==> src/hdl/pdlbq_pkg.sv <==
// Shared types and constants for the packet delay, loss and burst queue.
// Used by the controller, the datapath and the top level. No dependencies.
package pdlbq_pkg;

  localparam int unsigned QueueDepthDef = 64;
  localparam int unsigned TicksPerMsDef = 10;

  localparam int unsigned HandleW  = 16;
  localparam int unsigned DrawW    = 16;
  localparam int unsigned MsW      = 16;
  localparam int unsigned ThrW     = 17;
  localparam int unsigned LimW     = 7;
  localparam int unsigned DelayW   = 20;
  localparam int unsigned CfgIdxW  = 2;
  localparam int unsigned CfgDataW = 17;

  localparam logic [DelayW-1:0] DelayMax = '1;

  typedef enum logic [CfgIdxW-1:0] {
    CFG_MIN_DELAY   = 2'd0,
    CFG_MAX_DELAY   = 2'd1,
    CFG_LOSS_THR    = 2'd2,
    CFG_QUEUE_LIMIT = 2'd3
  } cfg_idx_e;

  // Commands from the controller to the datapath.
  typedef struct packed {
    logic capture;   // register the accepted item
    logic eval;      // admit/keep decision, queue write, delay product
    logic mul;       // scale the delay in ms to ticks
    logic ld_delay;  // load the saturated tick count
    logic rd;        // read the queue head
    logic load;      // move the read entry into the output register
    logic dec;       // end of tick countdown
  } pdlbq_cmd_t;

  // Status from the datapath to the controller.
  typedef struct packed {
    logic reload;    // kept packet found the counter expired
    logic flush;     // counter expired and queue not empty
    logic last_one;  // exactly one packet held
    logic out_free;  // output register can take an item this cycle
    logic empty;     // queue is empty
  } pdlbq_sts_t;

endpackage

==> src/hdl/pdlbq_ram.sv <==
// Generic single-write, single-read RAM with registered read data.
// No dependencies.
module pdlbq_ram #(
  parameter int unsigned WIDTH = 16,
  parameter int unsigned DEPTH = 64
) (
  input  logic                     clk_i,
  input  logic                     we_i,
  input  logic [$clog2(DEPTH)-1:0] waddr_i,
  input  logic [WIDTH-1:0]         wdata_i,
  input  logic                     re_i,
  input  logic [$clog2(DEPTH)-1:0] raddr_i,
  output logic [WIDTH-1:0]         rdata_o
);

  logic [WIDTH-1:0] mem_q [DEPTH];
  logic [WIDTH-1:0] rdata_q;

  always_ff @(posedge clk_i) begin
    if (we_i) begin
      mem_q[waddr_i] <= wdata_i;
    end
    if (re_i) begin
      rdata_q <= mem_q[raddr_i];
    end
  end

  assign rdata_o = rdata_q;

endmodule

==> src/hdl/pdlbq_ctrl.sv <==
// Controller state machine: sequences one tick through decision, delay
// reload, burst release and countdown. Depends on pdlbq_pkg.
module pdlbq_ctrl import pdlbq_pkg::*; (
  input  logic       clk_i,
  input  logic       rst_ni,
  input  logic       in_valid_i,
  output logic       in_ready_o,
  input  pdlbq_sts_t sts_i,
  output pdlbq_cmd_t cmd_o
);

  typedef enum logic [2:0] {
    S_IDLE, S_EVAL, S_MUL, S_SAT, S_CHECK, S_READ, S_LOAD, S_DEC
  } state_e;

  state_e state_q, state_d;

  always_comb begin
    state_d = state_q;
    cmd_o   = '0;
    case (state_q)
      S_IDLE: begin
        if (in_valid_i) begin
          cmd_o.capture = 1'b1;
          state_d       = S_EVAL;
        end
      end
      S_EVAL: begin
        cmd_o.eval = 1'b1;
        state_d    = sts_i.reload ? S_MUL : S_CHECK;
      end
      S_MUL: begin
        cmd_o.mul = 1'b1;
        state_d   = S_SAT;
      end
      S_SAT: begin
        cmd_o.ld_delay = 1'b1;
        state_d        = S_CHECK;
      end
      S_CHECK: begin
        state_d = sts_i.flush ? S_READ : S_DEC;
      end
      S_READ: begin
        // Only start a read once the output register is sure to be free.
        if (sts_i.out_free) begin
          cmd_o.rd = 1'b1;
          state_d  = S_LOAD;
        end
      end
      S_LOAD: begin
        cmd_o.load = 1'b1;
        state_d    = sts_i.last_one ? S_DEC : S_READ;
      end
      S_DEC: begin
        cmd_o.dec = 1'b1;
        state_d   = S_IDLE;
      end
      default: state_d = S_IDLE;
    endcase
  end

  always_ff @(posedge clk_i or negedge rst_ni) begin
    if (!rst_ni) begin
      state_q <= S_IDLE;
    end else begin
      state_q <= state_d;
    end
  end

  assign in_ready_o = (state_q == S_IDLE);

endmodule

==> src/hdl/pdlbq_dp.sv <==
// Datapath: configuration registers, queue pointers and count, delay counter,
// delay arithmetic and output register. Depends on pdlbq_pkg and pdlbq_ram.
module pdlbq_dp import pdlbq_pkg::*; #(
  parameter int unsigned QUEUE_DEPTH  = QueueDepthDef,
  parameter int unsigned TICKS_PER_MS = TicksPerMsDef
) (
  input  logic                clk_i,
  input  logic                rst_ni,
  input  logic                cfg_we_i,
  input  logic [CfgIdxW-1:0]  cfg_idx_i,
  input  logic [CfgDataW-1:0] cfg_wdata_i,
  input  logic                pkt_valid_i,
  input  logic [HandleW-1:0]  pkt_handle_i,
  input  logic [DrawW-1:0]    loss_draw_i,
  input  logic [DrawW-1:0]    delay_draw_i,
  input  pdlbq_cmd_t          cmd_i,
  output pdlbq_sts_t          sts_o,
  output logic                out_valid_o,
  input  logic                out_ready_i,
  output logic [HandleW-1:0]  out_handle_o,
  output logic                out_last_o
);

  localparam int unsigned PtrW  = $clog2(QUEUE_DEPTH);
  localparam int unsigned CntW  = $clog2(QUEUE_DEPTH + 1);
  localparam int unsigned TpmW  = $clog2(TICKS_PER_MS + 1);
  localparam int unsigned SpanW = MsW + 1;
  localparam int unsigned ProdW = SpanW + DrawW;
  localparam int unsigned TkW   = SpanW + TpmW;
  localparam int unsigned ExtW  = (TkW > DelayW) ? TkW : DelayW;

  // Configuration registers.
  logic [MsW-1:0]  min_q, max_q;
  logic [ThrW-1:0] thr_q;
  logic [LimW-1:0] lim_q;

  always_ff @(posedge clk_i or negedge rst_ni) begin
    if (!rst_ni) begin
      min_q <= '0;
      max_q <= '0;
      thr_q <= '0;
      lim_q <= '0;
    end else if (cfg_we_i) begin
      case (cfg_idx_e'(cfg_idx_i))
        CFG_MIN_DELAY:   min_q <= cfg_wdata_i[MsW-1:0];
        CFG_MAX_DELAY:   max_q <= cfg_wdata_i[MsW-1:0];
        CFG_LOSS_THR:    thr_q <= cfg_wdata_i[ThrW-1:0];
        CFG_QUEUE_LIMIT: lim_q <= cfg_wdata_i[LimW-1:0];
        default: ;
      endcase
    end
  end

  // Captured item.
  logic               pv_q;
  logic [HandleW-1:0] handle_q;
  logic [DrawW-1:0]   loss_q, ddraw_q;

  always_ff @(posedge clk_i or negedge rst_ni) begin
    if (!rst_ni) begin
      pv_q <= 1'b0;
    end else if (cmd_i.capture) begin
      pv_q <= pkt_valid_i;
    end
  end

  always_ff @(posedge clk_i) begin
    if (cmd_i.capture) begin
      handle_q <= pkt_handle_i;
      loss_q   <= loss_draw_i;
      ddraw_q  <= delay_draw_i;
    end
  end

  // Queue state and delay counter.
  logic [PtrW-1:0]   head_q, tail_q;
  logic [CntW-1:0]   cnt_q;
  logic [DelayW-1:0] delay_q, delay_d;

  logic [LimW-1:0]  lim_eff;
  logic             keep, expired;
  logic [SpanW-1:0] span, ms;
  logic [ProdW-1:0] prod_q;
  logic [TkW-1:0]   ticks_q;
  logic [ExtW-1:0]  ticks_ext;
  logic             wr_en;
  logic [HandleW-1:0] ram_rdata;

  assign lim_eff = (lim_q == '0 || lim_q > LimW'(QUEUE_DEPTH)) ? LimW'(QUEUE_DEPTH) : lim_q;
  assign keep    = pv_q && (LimW'(cnt_q) < lim_eff) && ({1'b0, loss_q} >= thr_q);
  assign expired = (delay_q <= DelayW'(1));
  assign wr_en   = cmd_i.eval && keep;

  // A maximum below the minimum collapses the range to the minimum alone.
  assign span = (max_q >= min_q) ? (SpanW'(max_q) - SpanW'(min_q) + SpanW'(1)) : SpanW'(1);
  assign ms   = SpanW'(min_q) + prod_q[DrawW +: SpanW];
  assign ticks_ext = ExtW'(ticks_q);

  always_ff @(posedge clk_i) begin
    if (cmd_i.eval) begin
      prod_q <= ProdW'(span) * ProdW'(ddraw_q);
    end
    if (cmd_i.mul) begin
      ticks_q <= TkW'(ms) * TkW'(TICKS_PER_MS);
    end
  end

  always_comb begin
    delay_d = delay_q;
    if (cmd_i.ld_delay) begin
      delay_d = (ticks_ext > ExtW'(DelayMax)) ? DelayMax : ticks_ext[DelayW-1:0];
    end else if (cmd_i.dec && !expired) begin
      delay_d = delay_q - DelayW'(1);
    end
  end

  always_ff @(posedge clk_i or negedge rst_ni) begin
    if (!rst_ni) begin
      head_q  <= '0;
      tail_q  <= '0;
      cnt_q   <= '0;
      delay_q <= '0;
    end else begin
      delay_q <= delay_d;
      if (wr_en) begin
        tail_q <= (tail_q == PtrW'(QUEUE_DEPTH - 1)) ? '0 : tail_q + PtrW'(1);
        cnt_q  <= cnt_q + CntW'(1);
      end else if (cmd_i.load) begin
        head_q <= (head_q == PtrW'(QUEUE_DEPTH - 1)) ? '0 : head_q + PtrW'(1);
        cnt_q  <= cnt_q - CntW'(1);
      end
    end
  end

  pdlbq_ram #(
    .WIDTH (HandleW),
    .DEPTH (QUEUE_DEPTH)
  ) u_ram (
    .clk_i   (clk_i),
    .we_i    (wr_en),
    .waddr_i (tail_q),
    .wdata_i (handle_q),
    .re_i    (cmd_i.rd),
    .raddr_i (head_q),
    .rdata_o (ram_rdata)
  );

  // Output register.
  logic               out_valid_q;
  logic [HandleW-1:0] out_handle_q;
  logic               out_last_q;

  always_ff @(posedge clk_i or negedge rst_ni) begin
    if (!rst_ni) begin
      out_valid_q <= 1'b0;
    end else if (cmd_i.load) begin
      out_valid_q <= 1'b1;
    end else if (out_ready_i) begin
      out_valid_q <= 1'b0;
    end
  end

  always_ff @(posedge clk_i) begin
    if (cmd_i.load) begin
      out_handle_q <= ram_rdata;
      out_last_q   <= (cnt_q == CntW'(1));
    end
  end

  assign out_valid_o  = out_valid_q;
  assign out_handle_o = out_handle_q;
  assign out_last_o   = out_last_q;

  assign sts_o.reload   = keep && expired;
  assign sts_o.flush    = expired && (cnt_q != '0);
  assign sts_o.last_one = (cnt_q == CntW'(1));
  assign sts_o.out_free = !out_valid_q || out_ready_i;
  assign sts_o.empty    = (cnt_q == '0);

endmodule

==> src/hdl/packet_delay_loss_burst_queue_unit.sv <==
// Packet delay, loss and burst queue: each input item is one 0.1 ms tick that may carry a
// packet handle plus a loss draw and a delay draw. Kept packets wait in a queue until the
// hold delay expires, then the whole queue is released oldest first with tlast on the final
// packet. Each accepted item goes through the decision, a delay reload if a kept packet
// finds the counter expired (scale to ticks, then saturate and load), the release of each
// queued packet, paced by the registered memory read and any stall on the master side,
// then the countdown before the next is taken. No clearing pass is needed after reset.
// Depends on pdlbq_pkg, pdlbq_ctrl, pdlbq_dp and pdlbq_ram.
module packet_delay_loss_burst_queue_unit import pdlbq_pkg::*; #(
  parameter int unsigned QUEUE_DEPTH  = QueueDepthDef,
  parameter int unsigned TICKS_PER_MS = TicksPerMsDef
) (
  input  logic                clk_i,
  input  logic                rst_ni,
  input  logic                cfg_we_i,
  input  logic [CfgIdxW-1:0]  cfg_idx_i,
  input  logic [CfgDataW-1:0] cfg_wdata_i,
  input  logic                s_axis_tvalid,
  output logic                s_axis_tready,
  input  logic [47:0]         s_axis_tdata,  // packet_handle, loss_draw, delay_draw
  input  logic                s_axis_tuser,  // packet_valid
  output logic                m_axis_tvalid,
  input  logic                m_axis_tready,
  output logic [15:0]         m_axis_tdata,  // out_handle
  output logic                m_axis_tlast
);

  pdlbq_cmd_t cmd;
  pdlbq_sts_t sts;

  pdlbq_ctrl u_ctrl (
    .clk_i      (clk_i),
    .rst_ni     (rst_ni),
    .in_valid_i (s_axis_tvalid),
    .in_ready_o (s_axis_tready),
    .sts_i      (sts),
    .cmd_o      (cmd)
  );

  pdlbq_dp #(
    .QUEUE_DEPTH  (QUEUE_DEPTH),
    .TICKS_PER_MS (TICKS_PER_MS)
  ) u_dp (
    .clk_i        (clk_i),
    .rst_ni       (rst_ni),
    .cfg_we_i     (cfg_we_i),
    .cfg_idx_i    (cfg_idx_i),
    .cfg_wdata_i  (cfg_wdata_i),
    .pkt_valid_i  (s_axis_tuser),
    .pkt_handle_i (s_axis_tdata[15:0]),
    .loss_draw_i  (s_axis_tdata[31:16]),
    .delay_draw_i (s_axis_tdata[47:32]),
    .cmd_i        (cmd),
    .sts_o        (sts),
    .out_valid_o  (m_axis_tvalid),
    .out_ready_i  (m_axis_tready),
    .out_handle_o (m_axis_tdata),
    .out_last_o   (m_axis_tlast)
  );

  // The block works on one tick at a time.
  assert property (@(posedge clk_i) disable iff (!rst_ni)
    (s_axis_tvalid && s_axis_tready) |=> !s_axis_tready)
    else $error("input taken again while a tick is in progress");

  // A new result must never overwrite one still waiting at the output.
  assert property (@(posedge clk_i) disable iff (!rst_ni)
    cmd.load |-> !m_axis_tvalid)
    else $error("output register overwritten");

  // The marked item of a burst leaves the queue empty.
  assert property (@(posedge clk_i) disable iff (!rst_ni)
    (cmd.load && sts.last_one) |=> (m_axis_tlast && sts.empty))
    else $error("final item of a burst not marked or packets remain queued");

  // A burst is only started when something is queued.
  assert property (@(posedge clk_i) disable iff (!rst_ni)
    cmd.rd |-> !sts.empty)
    else $error("queue read while empty");

endmodule

==> config.mk <==
export PLATFORM = sky130hd
export DESIGN_NAME = packet_delay_loss_burst_queue_unit
export DESIGN_NICKNAME = d
export VERILOG_FILES = /design/src/hdl/pdlbq_pkg.sv /design/src/hdl/pdlbq_ram.sv /design/src/hdl/pdlbq_ctrl.sv /design/src/hdl/pdlbq_dp.sv /design/src/hdl/packet_delay_loss_burst_queue_unit.sv
export SDC_FILE = /design/constraint.sdc
export NUM_CORES = 2
export LEC_CHECK = 0
export BUFFER_PORTS_ARGS = -buffer_cell sky130_fd_sc_hd__buf_2
export CORE_UTILIZATION = 52
export CTS_CLUSTER_SIZE = 10
export DETAILED_ROUTE_END_ITERATION = 10
export GPL_TIMING_DRIVEN = 0
export HOLD_SLACK_MARGIN = 0.02
export PLACE_DENSITY = 0.76
export SYNTH_ARGS = -nofsm -noshare
export SYNTH_HDL_FRONTEND = slang
export SYNTH_SLANG_ARGS = --single-unit
==> constraint.sdc <==
create_clock -name clk_i -period 16.7 [get_ports clk_i]
set_input_delay 0.835 -clock clk_i [delete_from_list [all_inputs] [get_ports clk_i]]
set_output_delay 0.835 -clock clk_i [all_outputs]
set_load 0.05 [all_outputs]
Word-level counts from Yosys, hierarchy flattened
Memory sizes are Yosys's and may differ from the RTL's. A register that Yosys moved wholly into a read port is not among the register bits.
Cells that the tools add are included.
{"block": "classes", "add_sub_neg": 8, "n_mul": 2, "n_lt_le_gt_ge": 6, "n_eq_ne": 15, "muxes": 28, "bitwise": 1, "n_reduce_logical": 23}
{"cell": "$mux 20", "n": 3}
{"cell": "$mul 17x16->33", "n": 1}
{"cell": "$pmux 3 s8", "n": 1}
{"cell": "$gt 21x20->1 const B", "n": 1}
{"cell": "$mux 7", "n": 3}
{"cell": "$le 20x1->1 const B", "n": 1}
{"cell": "$mul 17x3->20 const B", "n": 1}
{"cell": "$sub 20x1->20 const B", "n": 1}
{"cell": "$add 16x17->17", "n": 1}
{"cell": "$add 17x1->17 const B", "n": 1}
{"cell": "$ge 16x17->1", "n": 1}
{"cell": "$mux 17", "n": 1}
{"cell": "$sub 16x16->17", "n": 1}
{"cell": "$ge 16x16->1", "n": 1}
{"cell": "$mux 1", "n": 13}
{"cell": "$add 6x1->6 const B", "n": 2}
{"cell": "$eq 3x3->1 const B", "n": 4}
{"cell": "$eq 6x6->1 const B", "n": 2}
{"cell": "$mux 6", "n": 2}
{"cell": "$reduce_and 2->1", "n": 6}
{"cell": "$mux 3", "n": 3}
{"cell": "$add 7x1->7 const B", "n": 1}
{"cell": "$eq 7x1->1 const B", "n": 1}
{"cell": "$gt 7x7->1 const B", "n": 1}
{"cell": "17 further kinds", "n": 30}
{"block": "word_totals", "regBits": 218, "ram_bits": 1024, "word_cells": 102, "n_memories": 1}
{"name": "u_dp.u_ram.mem_q", "words": 64, "width": 16, "rd": 1, "rd_clocked_by_memory_dff": 1, "write_ports": 1, "line_no": "pdlbq_ram.sv:16", "source": "logic [WIDTH-1:0] mem_q [DEPTH];"}

Longest topological paths before layout
{"block": "logic_depth", "ltp_word": 9, "depth_mapped": 35}

Modules after synthesis
From an unflattened synthesis, not the netlist that was laid out.
{"block": "unflattened", "hier_cells": 3857, "area_unflattened_um2": 60175.2}
{"module": "pdlbq_ram", "instances": 1, "cells_each": 1829, "area_per_inst_um2": 40202.3}
{"module": "pdlbq_dp", "instances": 1, "cells_each": 2000, "area_per_inst_um2": 19723.9}
{"module": "pdlbq_ctrl", "instances": 1, "cells_each": 28, "area_per_inst_um2": 249.0}

Worst setup path after synthesis
No wires, ideal clock.
{"block": "synth_timing", "path_kind": "reg-to-reg", "startpoint": "reg u_dp.min_q[1]", "endpoint": "reg u_dp.prod_q[29] (data pin)", "setup_ns": 0.180, "arrival_ns": 8.104, "slack_ns": 8.416, "stages_incl_launch_ff": 31, "path_buffers": 1, "period_less_slack_ns": 8.284, "cell_sequence": "dfrtp_1 ha_1 inv_1 ha_1 fa_1 nor2b_1 o21ai_1 a21oi_1 o21ai_1 a21oi_1 o2111a_1 o31ai_4 buf_4 mux2i_1 fa_1 inv_1 fa_1 fa_1 fa_1 fa_1 fa_1 inv_1 ha_1 a21o_1 a21o_1 a21o_1 a21o_1 a21o_1 a22o_1 or4_1 o311ai_1"}
{"block": "synth_between", "elab_chain_cells": 4, "elab_cells_between_ends": 5, "classes_between": "add/sub (2); mul (1); order compare (1); mux (1)"}
{"element": "start: declaration", "line_no": "pdlbq_dp.sv:33", "source": "logic [MsW-1:0] min_q, max_q;"}
{"element": "start signal: assignment", "line_no": "pdlbq_dp.sv:45", "source": "CFG_MIN_DELAY: min_q <= cfg_wdata_i[MsW-1:0];"}
{"element": "$sub 16x16->17", "line_no": "pdlbq_dp.sv:95", "source": "assign span = (max_q >= min_q) ? (SpanW'(max_q) - SpanW'(min_q) + SpanW'(1)) : SpanW'(1);"}
{"element": "$add 17x1->17", "line_no": "pdlbq_dp.sv:95"}
{"element": "$mux 17 *", "line_no": "pdlbq_dp.sv:95"}
{"element": "$mul 17x16->33 *", "line_no": "pdlbq_dp.sv:101", "source": "prod_q <= ProdW'(span) * ProdW'(ddraw_q);"}
{"element": "end signal: assignment", "line_no": "pdlbq_dp.sv:101"}
{"element": "end: declaration", "line_no": "pdlbq_dp.sv:83", "source": "logic [ProdW-1:0] prod_q;"}
Every way passes the cells marked *; elsewhere a longest branch is shown, timed or not.
A chain may end at the register's enable or synchronous reset.

Worst setup path in the final report
{"block": "layout_timing", "startpoint": "reg u_dp.min_q[1]", "endpoint": "reg u_dp.prod_q[32] (data pin)"}
Same word-level chain as after synthesis.

==> reports/results.tsv <==
stage	metric	value	unit
timing	grt_setup_unrepaired	false	
clocking	cts_setup_buffers	0	
timing	skew	0.04904	ns
cells_and_area	fin_nets	4514	
route	initialDrtViolationCount	4341	
yosys	yosysMostFrequentCell	edfxtp_1	
setup_path	slowest_stage	o21ai_0	
global_routing	antenna_found_initial	10	
floorplanning	design.die.area	117500	um2
clocking	tritoncts	done	
yosys	netlist_top_cells_area	edfxtp_1, mux4_2, fa_1	
status	status	complete, but fails checks	
clocking	clockBufferDepth	3	
cells_and_area	area_growth	14.49	%
global_routing	grt_pass1_wl	237800	um
yosys	synth_flop_cell	edfxtp_1	
floorplanning	core_area	114700	um2
setup_path	worstPathArrival	10.60	ns
clocking	cts.reportedPaths.clkPinSlew	0.06	ns
setup_path	cp_max_fo	10	
worst_hold_path	hold_path.class	in2async	
clocking	clockRootBuffer	clkbuf_16	
global_routing	grt_pass1_vias	35880	
yosys	synth-edff-count	1142	
setup_path	crit_path_end_kind	flop	
setup_path	worstReg2RegStart	u_dp.min_q[1]	
clocking	htreeDepth	4	
cells_and_area	fillerInstances	8136	
global_routing	grt_max_degree	64	
yosys	ys_ff_latch	1242	
global_routing	grtUsageTotal	28.03	%
setup_path	rr_worst_depth	31	
timing	hold_viol	0	
timing	holdWs	0.08306	ns
cells_and_area	seqCellArea	36800	um2
floorplanning	die_w	342.7	um
clocking	ctsHoldBuffers	0	
setup_path	cp_common_cell	fa_1	
yosys	syn_inst	3633	
clocking	cts-resized-gates	0	
yosys	synthTopCellsByCount	edfxtp_1, mux4_2, inv_1, fa_1, ha_1	
yosys	avgSynthCellArea	16.62	um2
route	ant_nets	0	
floorplanning	rows	124	
status	violations	DRC, capacitance limit	
global_routing	use_met3	6.715	%
yosys	yosysTopAreaCell	edfxtp_1	
placement	hpwl	114300	um
timing	setup_ws	6.567	ns
timing	worst_pin_slew	1.475	ns
route	routed_via_density	6.327	
floorplanning	initial_core_util	52.65	%
run	max_cap_violations	1	
clocking	clk_latency	0.76	ns
yosys	synthArstFlopShare	8.052	%
global_routing	use_met2	43.64	%
setup_path	path_buf_inv	5	
floorplanning	ios	92	
clocking	clkSinkCount	1242	
timing	post-route-min-period	10.13	ns
timing	finalCritPeriodShare	60.68	%
placement	post-place-ws	6.667	ns
setup_path	worstPathRequired	17.17	ns
setup_path	cpLargestDelayFamily	adder cells	
timing	slew_viol_final	0	
setup_path	r2r-end	u_dp.prod_q[32]	
yosys	ys_seq_area_share	60.95	%
placement	port_buffers	91	
timing	finalSetupViolCount	0	
yosys	synth_area	60370	um2
global_routing	grt_overflow	0	
route	wire_per_inst	29.01	um
timing	max_slew_margin	0.6454	%
global_routing	grt.met1_usage	38.61	%
setup_path	r2r_slack	6.57	ns
yosys	yosys_warnings	0	
setup_path	max_stage_delay	0.99	ns
route	wl	161900	um
yosys	yosysTopAreaCellShare	56.81	%
timing	timing.fmax	98.69	MHz
route	firstDrtPassIters	11	
setup_path	start_kind	flop	
route	drc	4	
cells_and_area	multiInputGateArea	22020	um2
yosys	synth_nets	4133	
route	vias	35310	
cells_and_area	drive_gt1_share	22.48	%
yosys	synth.distinct_cells	83	
global_routing	top_usage_layer	met2	
setup_path	critical_path_class	reg2reg	
floorplanning	die_h	342.7	um
placement	place.gp.congestion	0.9649	
timing	fin_setup_tns	0	ns
clocking	numCtsBuffers	144	
state kept, by name, summed over array words and instances, names as in the netlist, 17 cells and up:
name              count
u_dp.u_ram.mem_q   1024
u_dp.thr_q           17
u_dp.delay_q         20
u_dp.ticks_ext       20
u_dp.prod_q          17
cell families (layout without fill, tap and decap cells):
| family | count (synthesis) | in the layout | share of synthesized area, % |
|---|---|---|---|
| flip-flops | 1242 | 1242 | 60.95 |
| AND/OR/NAND/NOR | 733 | 733 | 6.500 |
| buffers and inverters | 489 | 922 | 3.210 |
| adder cells (fa/ha/maj) | 427 | 427 | 11.55 |
| multiplexers | 413 | 413 | 13.92 |
| AO/OA/AOI/OAI | 260 | 260 | 2.868 |
| XOR/XNOR | 69 | 69 | 1.001 |
| other | 0 | 3 | 0 |
layout make-up:
cell class | count | area share (%)
Tap cell | 1512 | 2.737
Timing Repair Buffer | 235 | 3.373
Inverter | 299 | 1.624
Antenna cell | 3 | 0.01086
Buffer | 190 | 1.180
Clock inverter | 19 | 0.5304
Clock buffer | 179 | 5.449
Multi-Input combinational cell | 1902 | 31.86
Sequential cell | 1242 | 53.24
worst max-delay path by stage:
stage                        startpoint         endpoint  slack (ns)  cells past startpoint
after floorplan           u_dp.min_q[1]  u_dp.prod_q[29]        8.42                     30
after global placement    u_dp.min_q[1]  u_dp.prod_q[32]        6.74                     31
after detailed placement  u_dp.min_q[1]  u_dp.prod_q[32]        6.67                     31
after CTS                 u_dp.min_q[1]  u_dp.prod_q[32]        6.65                     31
after global routing      u_dp.min_q[1]  u_dp.prod_q[32]        6.04                     31
final                     u_dp.min_q[1]  u_dp.prod_q[32]        6.57                     31
through the flow:
step                      std cells  instance area (um2)  util [%]
after global placement         5236                62720     54.70
final                          5581                69120     60.28
after floorplan                3633                60370         -
after global routing           5578                69110     60.27
after detailed placement       5379                64960     56.66
after CTS                      5577                69090     60.26
cell usage in the layout, fill, tap and decap left out, drive strengths merged, types with 69 or more instances in the layout:
master / n
edfxtp: 1142
a21oi: 69
fa: 217
and2: 80
ha: 210
mux4: 336
dfrtp: 100
nand2: 181
inv: 306
buf: 299
clkbuf: 305
nor2: 79
metal layers:
layer,share of wire [%],vias up
met1,39,18210
met3,10,367
met5,0.045,-
met2,47,2119
li1,-,14600
met4,4.0,10
Power is not shown: default switching activity piles up to over one toggle a cycle in this logic, so the estimate is an artifact.
